### config.mk
export PLATFORM = sky130hd
export DESIGN_NAME = tdst_front
export DESIGN_NICKNAME = d
export VERILOG_FILES = /design/src/design/tdst_pkg.sv /design/src/design/tdst_front.sv
export SDC_FILE = /design/constraint.sdc
export NUM_CORES = 1
export LEC_CHECK = 0
export ABC_AREA = 1
export BUFFER_PORTS_ARGS = -buffer_cell sky130_fd_sc_hd__buf_2
export CAP_MARGIN = 20
export CORE_ASPECT_RATIO = 1.25
export CORE_MARGIN = 2
export CORE_UTILIZATION = 58
export CTS_CLUSTER_SIZE = 40
export DETAILED_ROUTE_END_ITERATION = 7
export GPL_TIMING_DRIVEN = 0
export PLACE_DENSITY = 0.91
export SLEW_MARGIN = 40
export SYNTH_ARGS = -nofsm -noshare
export SYNTH_HDL_FRONTEND = slang
export SYNTH_SLANG_ARGS = --single-unit
### constraint.sdc
create_clock -name clk -period 9.7 [get_ports clk]
set_clock_uncertainty 0.05 [all_clocks]
set_input_delay 1.94 -clock clk [delete_from_list [all_inputs] [get_ports clk]]
set_output_delay 1.94 -clock clk [all_outputs]
set_load 0.02 [all_outputs]
### src/design/tdst_pkg.sv
`default_nettype none
// ----------------------------------------------------------------------------
// tdst_pkg: shared types and constants for the 2D sparse table min/max block
// Table geometry, request and status codes, and the front-to-back queue entry.
// ----------------------------------------------------------------------------
package tdst_pkg;

  localparam int MaxRows = 64;
  localparam int MaxCols = 64;
  localparam int Levels  = 7;

  localparam int RowW = $clog2(MaxRows);
  localparam int ColW = $clog2(MaxCols);
  localparam int LvW  = (Levels > 1) ? $clog2(Levels) : 1;
  localparam int AddrW = $clog2(MaxRows * MaxCols * Levels * Levels);
  localparam int DimW = 7;
  localparam int DataW = 32;

  typedef enum logic [1:0] {
    ST_OK        = 2'd0,
    ST_NOT_BUILT = 2'd1,
    ST_BAD_RECT  = 2'd2
  } status_t;

  typedef enum logic {
    REQ_LOAD  = 1'b0,
    REQ_QUERY = 1'b1
  } req_t;

  localparam logic [0:0] CFG_N_ROWS = 1'b0;
  localparam logic [0:0] CFG_N_COLS = 1'b1;

  typedef enum logic [2:0] {
    BK_IDLE,
    BK_QUERY,
    BK_QDRAIN,
    BK_BUILD_RD,
    BK_BUILD_WR
  } bk_state_t;

  // entry handed from the front part to the back part
  typedef struct packed {
    req_t              kind;
    logic              last;
    logic              in_range;
    logic [RowW-1:0]   r0;
    logic [ColW-1:0]   c0;
    logic [DimW-1:0]   bottom;
    logic [DimW-1:0]   right;
    logic [DimW-1:0]   top;
    logic [DimW-1:0]   left;
    logic [DataW-1:0]  value;
  } fq_entry_t;

  // table address of position (r, c) at levels (i, j)
  function automatic logic [AddrW-1:0] tbl_addr(input logic [RowW-1:0] r,
                                                input logic [ColW-1:0] c,
                                                input logic [LvW-1:0] i,
                                                input logic [LvW-1:0] j);
    logic [AddrW+8:0] a;
    begin
      a = ((({{(AddrW+9-RowW){1'b0}}, r} * (AddrW+9)'(MaxCols)
            + (AddrW+9)'(c)) * (AddrW+9)'(Levels) + (AddrW+9)'(i))
           * (AddrW+9)'(Levels)) + (AddrW+9)'(j);
      tbl_addr = a[AddrW-1:0];
    end
  endfunction

  // floor log2 of a 7-bit value, capped at the top level
  function automatic logic [LvW-1:0] flog2_cap(input logic [DimW-1:0] v);
    logic [LvW:0] k;
    begin
      k = '0;
      for (int b = 1; b < DimW; b++) begin
        if (v[b]) k = (LvW+1)'(b);
      end
      if (k > (LvW+1)'(Levels - 1)) k = (LvW+1)'(Levels - 1);
      flog2_cap = k[LvW-1:0];
    end
  endfunction

endpackage
`default_nettype wire

### src/design/tdst_front.sv
`default_nettype none
// ----------------------------------------------------------------------------
// tdst_front: request intake
// Accepts requests, checks load positions, and queues them for the back part.
// ----------------------------------------------------------------------------
module tdst_front (
  input  wire logic                clk,
  input  wire logic                rst_n,
  input  wire logic                in_push,
  output logic                     in_full,
  input  wire logic                in_req_type,
  input  wire logic [6:0]          in_top_row,
  input  wire logic [6:0]          in_left_col,
  input  wire logic [6:0]          in_bottom_row,
  input  wire logic [6:0]          in_right_col,
  input  wire logic [31:0]         in_elem_value,
  input  wire logic                in_last_load,
  output tdst_pkg::fq_entry_t      fq_data,
  output logic                     fq_valid,
  input  wire logic                fq_pop
);
  import tdst_pkg::*;

  // two-entry queue
  fq_entry_t   mem_r [2];
  logic        wp_r, wp_nxt, rp_r, rp_nxt;
  logic [1:0]  cnt_r, cnt_nxt;
  fq_entry_t   ent;
  logic        push_ok;

  always_comb begin
    ent = '0;
    ent.kind = req_t'(in_req_type);
    ent.last = in_last_load;
    ent.in_range = (in_top_row >= 7'd1) && (in_top_row <= 7'(MaxRows)) &&
                   (in_left_col >= 7'd1) && (in_left_col <= 7'(MaxCols));
    ent.r0 = RowW'(in_top_row - 7'd1);
    ent.c0 = ColW'(in_left_col - 7'd1);
    ent.top = in_top_row;
    ent.left = in_left_col;
    ent.bottom = in_bottom_row;
    ent.right = in_right_col;
    ent.value = in_elem_value;
  end

  assign in_full  = (cnt_r == 2'd2);
  assign push_ok  = in_push && !in_full;
  assign fq_valid = (cnt_r != 2'd0);
  assign fq_data  = mem_r[rp_r];

  always_comb begin
    wp_nxt = push_ok ? ~wp_r : wp_r;
    rp_nxt = (fq_pop && fq_valid) ? ~rp_r : rp_r;
    cnt_nxt = cnt_r + {1'b0, push_ok} - {1'b0, fq_pop && fq_valid};
  end

  always_ff @(posedge clk) begin
    if (!rst_n) begin
      wp_r <= 1'b0;
      rp_r <= 1'b0;
      cnt_r <= '0;
    end else begin
      wp_r <= wp_nxt;
      rp_r <= rp_nxt;
      cnt_r <= cnt_nxt;
    end
  end

  always_ff @(posedge clk) begin
    if (push_ok) mem_r[wp_r] <= ent;
  end

endmodule
`default_nettype wire

==> run summary <==
Most frequent cells in the layout -> 150 x edfxtp_1, 144 x buf_2, 50 x mux2_4, 25 x mux2_2, 18 x nand2_1
I/O Buffers -> 142
Period utilisation layout -> 0.374
Part of the power in combinational logic -> 0.290
Slowest cell on crit path -> dfxtp_1
Leak -> 0.00314 uW
Pin count of the biggest net entering global routing -> 20
Slew Limit Fails -> 0
Sw power -> 618 uW
First-pass GRT wire length -> 16,000 um
Vias in the first global route -> 3,318
Post-Syn Nets -> 393
Count of state elements after synthesis -> 155
Max-slew headroom -> 0.670
Clk slew on worst S/H paths -> 0.06 ns
CP Capture Type -> primary output
DR pass1 iterations -> 4
Status -> complete, no violations
Mapped Area -> 6150 sq um
Max Fclk -> 0.275 GHz
Avg Cell Area, Syn -> 19.3 sq um
Rows -> 42
Peak supply drop -> 0.000191 V
CP Data Arrival Time -> 1.64 ns
PwrDens -> 271 nW/um^2
Startpoint Class -> flip-flop
Ports -> 143
Yosys warnings -> 0
Sw Share -> 0.290
Die area -> 11,500 sq um
Htree depth -> 4
Die H -> 119 um
Number of hold violations in the final report -> 0
Diode count -> 0
CP Data Required Time -> 7.71 ns
Total Power -> 2130 uW
Sequential Power Share -> 0.413
Core area -> 10,500 sq um
Post-DP HPWL -> 7400 um
CTS root buffer -> clkbuf_16
Total number of vias -> 3,248
RePlAce Congestion -> 0.751
Clock Latency Late Sink -> 0.41 ns
CTS hold repair buffers -> 0
Crit-path max FO -> 10
Bufs on Longest Clock Path -> 2
Netlist cell types -> 18
GR Util All Layers -> 0.194
Starting Density -> 0.588
CTS tree -> done
Commonest non-fill, non-tap cell in the layout -> edfxtp_1
HP Class -> reg2reg
Cell-internal power -> 1510 uW
TritonCTS Buffers -> 17
Final setup viols -> 0
RSZ-0062 raised after global routing -> false
Detailed-route vias per instance -> 5.13
Drt drc -> 0
Setup tns final -> 0 ns
Drt total wl -> 10,500 um
Drt wl/cell -> 16.6 um
Tmin final -> 3.63 ns
Area delta synth->final -> 27.4%
Worst slew pin tran -> 0.494 ns
CTS sink cnt -> 155
WS Path Type -> reg2out
Gates resized, CTS repair -> 0
Synthesized instance count -> 319
Setup bufs post-CTS -> 0
Ratio of cells with drive above 1 in the final layout -> 0.529
Nets -> 562
DRT iter0 DRCs -> 169
Slowest stage delay, CP -> 0.36 ns
DIE WIDTH -> 96.1 um
Routed Antenna Nets -> 0
Total grt overflow -> 0
Worst path cell trace -> buf_6, buf_6, mux2_4, buf_2
# Max-Cap Violations -> 0
Seq/Total Area, Yosys -> 0.748
Clock network power share -> 0.297
Initial antenna violation count -> 1
Top cell by count, worst path -> buf_6
## critical path: cells and delay by family, from the launching register on
| family | cells | cell delay (ns) |
|---|---|---|
| buffers and inverters | 3 | 0.55 |
| flip-flops | 1 | 0.36 |
| multiplexers | 1 | 0.32 |
## power groups by stage
stage	sequential, uW	clock [uW]	combinational, uW
floorplan	897	0	412
global placement	905	0	556
detailed placement	893	0	623
CTS	880	644	626
global route	886	671	658
finish	879	632	617
## registers in the layout (all words and copies together), names as in the netlist, named ones only
signal / count
wp_r: 1
cnt_r: 2
rp_r: 1
mem_r: 150
## per-layer routing
layer,wire [um],share of wire,vias up,global-route usage
met3,657,0.063,20,0.0639
met1,3870,0.37,1572,0.221
met4,268,0.026,0,0.0920
met5,0,0,-,0
met2,5700,0.54,121,0.325
li1,-,-,1535,-
## Yosys cell counts (all sizes together)
master | n | area [sq um]
a21oi | 2 | 10.0
buf | 8 | 77.6
dfxtp | 5 | 100
edfxtp | 150 | 4500
ha | 8 | 100
inv | 17 | 63.8
mux2 | 75 | 1030
nand2 | 18 | 67.6
nand3 | 3 | 15.0
nand4 | 2 | 12.5
nor2 | 19 | 71.3
nor3 | 1 | 5.00
o21ai | 2 | 13.8
xnor2 | 4 | 35.0
xor2 | 5 | 43.8
## area by class of cell
type,count,area [sq um]
inverters,17,63.8
clock buffers,18,429
multi-input cells,139,1420
fillers,610,2620
flip-flops and latches,155,4600
repair buffers,150,931
well taps,132,165
plain buffers,8,77.6
clock inverters,14,148
## cell families (layout without fill, tap and decap cells)
logic type      Yosys count  after routing  share of synthesized area
buf+inv                  25            207                     0.0230
compound gates            4              4                    0.00386
simple gates             43             43                     0.0279
xor+xnor                  9              9                     0.0128
mux                      75             75                      0.168
fa+ha+maj                 8              8                     0.0163
flops                   155            155                      0.748
## path summary, 6_finish.rpt
kind         cells after the start  slack, ns       from          end
max                              4       6.07  flip-flop  fq_data[72]
min                              2       0.45       rp_r         rp_r
max reg2reg                     11       7.82   cnt_r[1]     cnt_r[1]
min reg2reg                      2       0.45       rp_r         rp_r
## through the flow
step | utilization | cell area [sq um] | hold WS, ns | instances | worst slack (ns)
2_1_floorplan | - | 6150 | 0.397 | 319 | 3.97
4_1_cts | 0.750 | 7840 | 0.448 | 633 | 6.03
6_report | 0.750 | 7840 | 0.448 | 633 | 6.07
3_5_place_dp | 0.695 | 7260 | 0.428 | 601 | 6.37
5_1_grt | 0.750 | 7840 | 0.461 | 633 | 5.98
3_3_place_gp | 0.672 | 7030 | 0.408 | 593 | 2.42
Note: power is estimated with default switching activity, not from simulation.
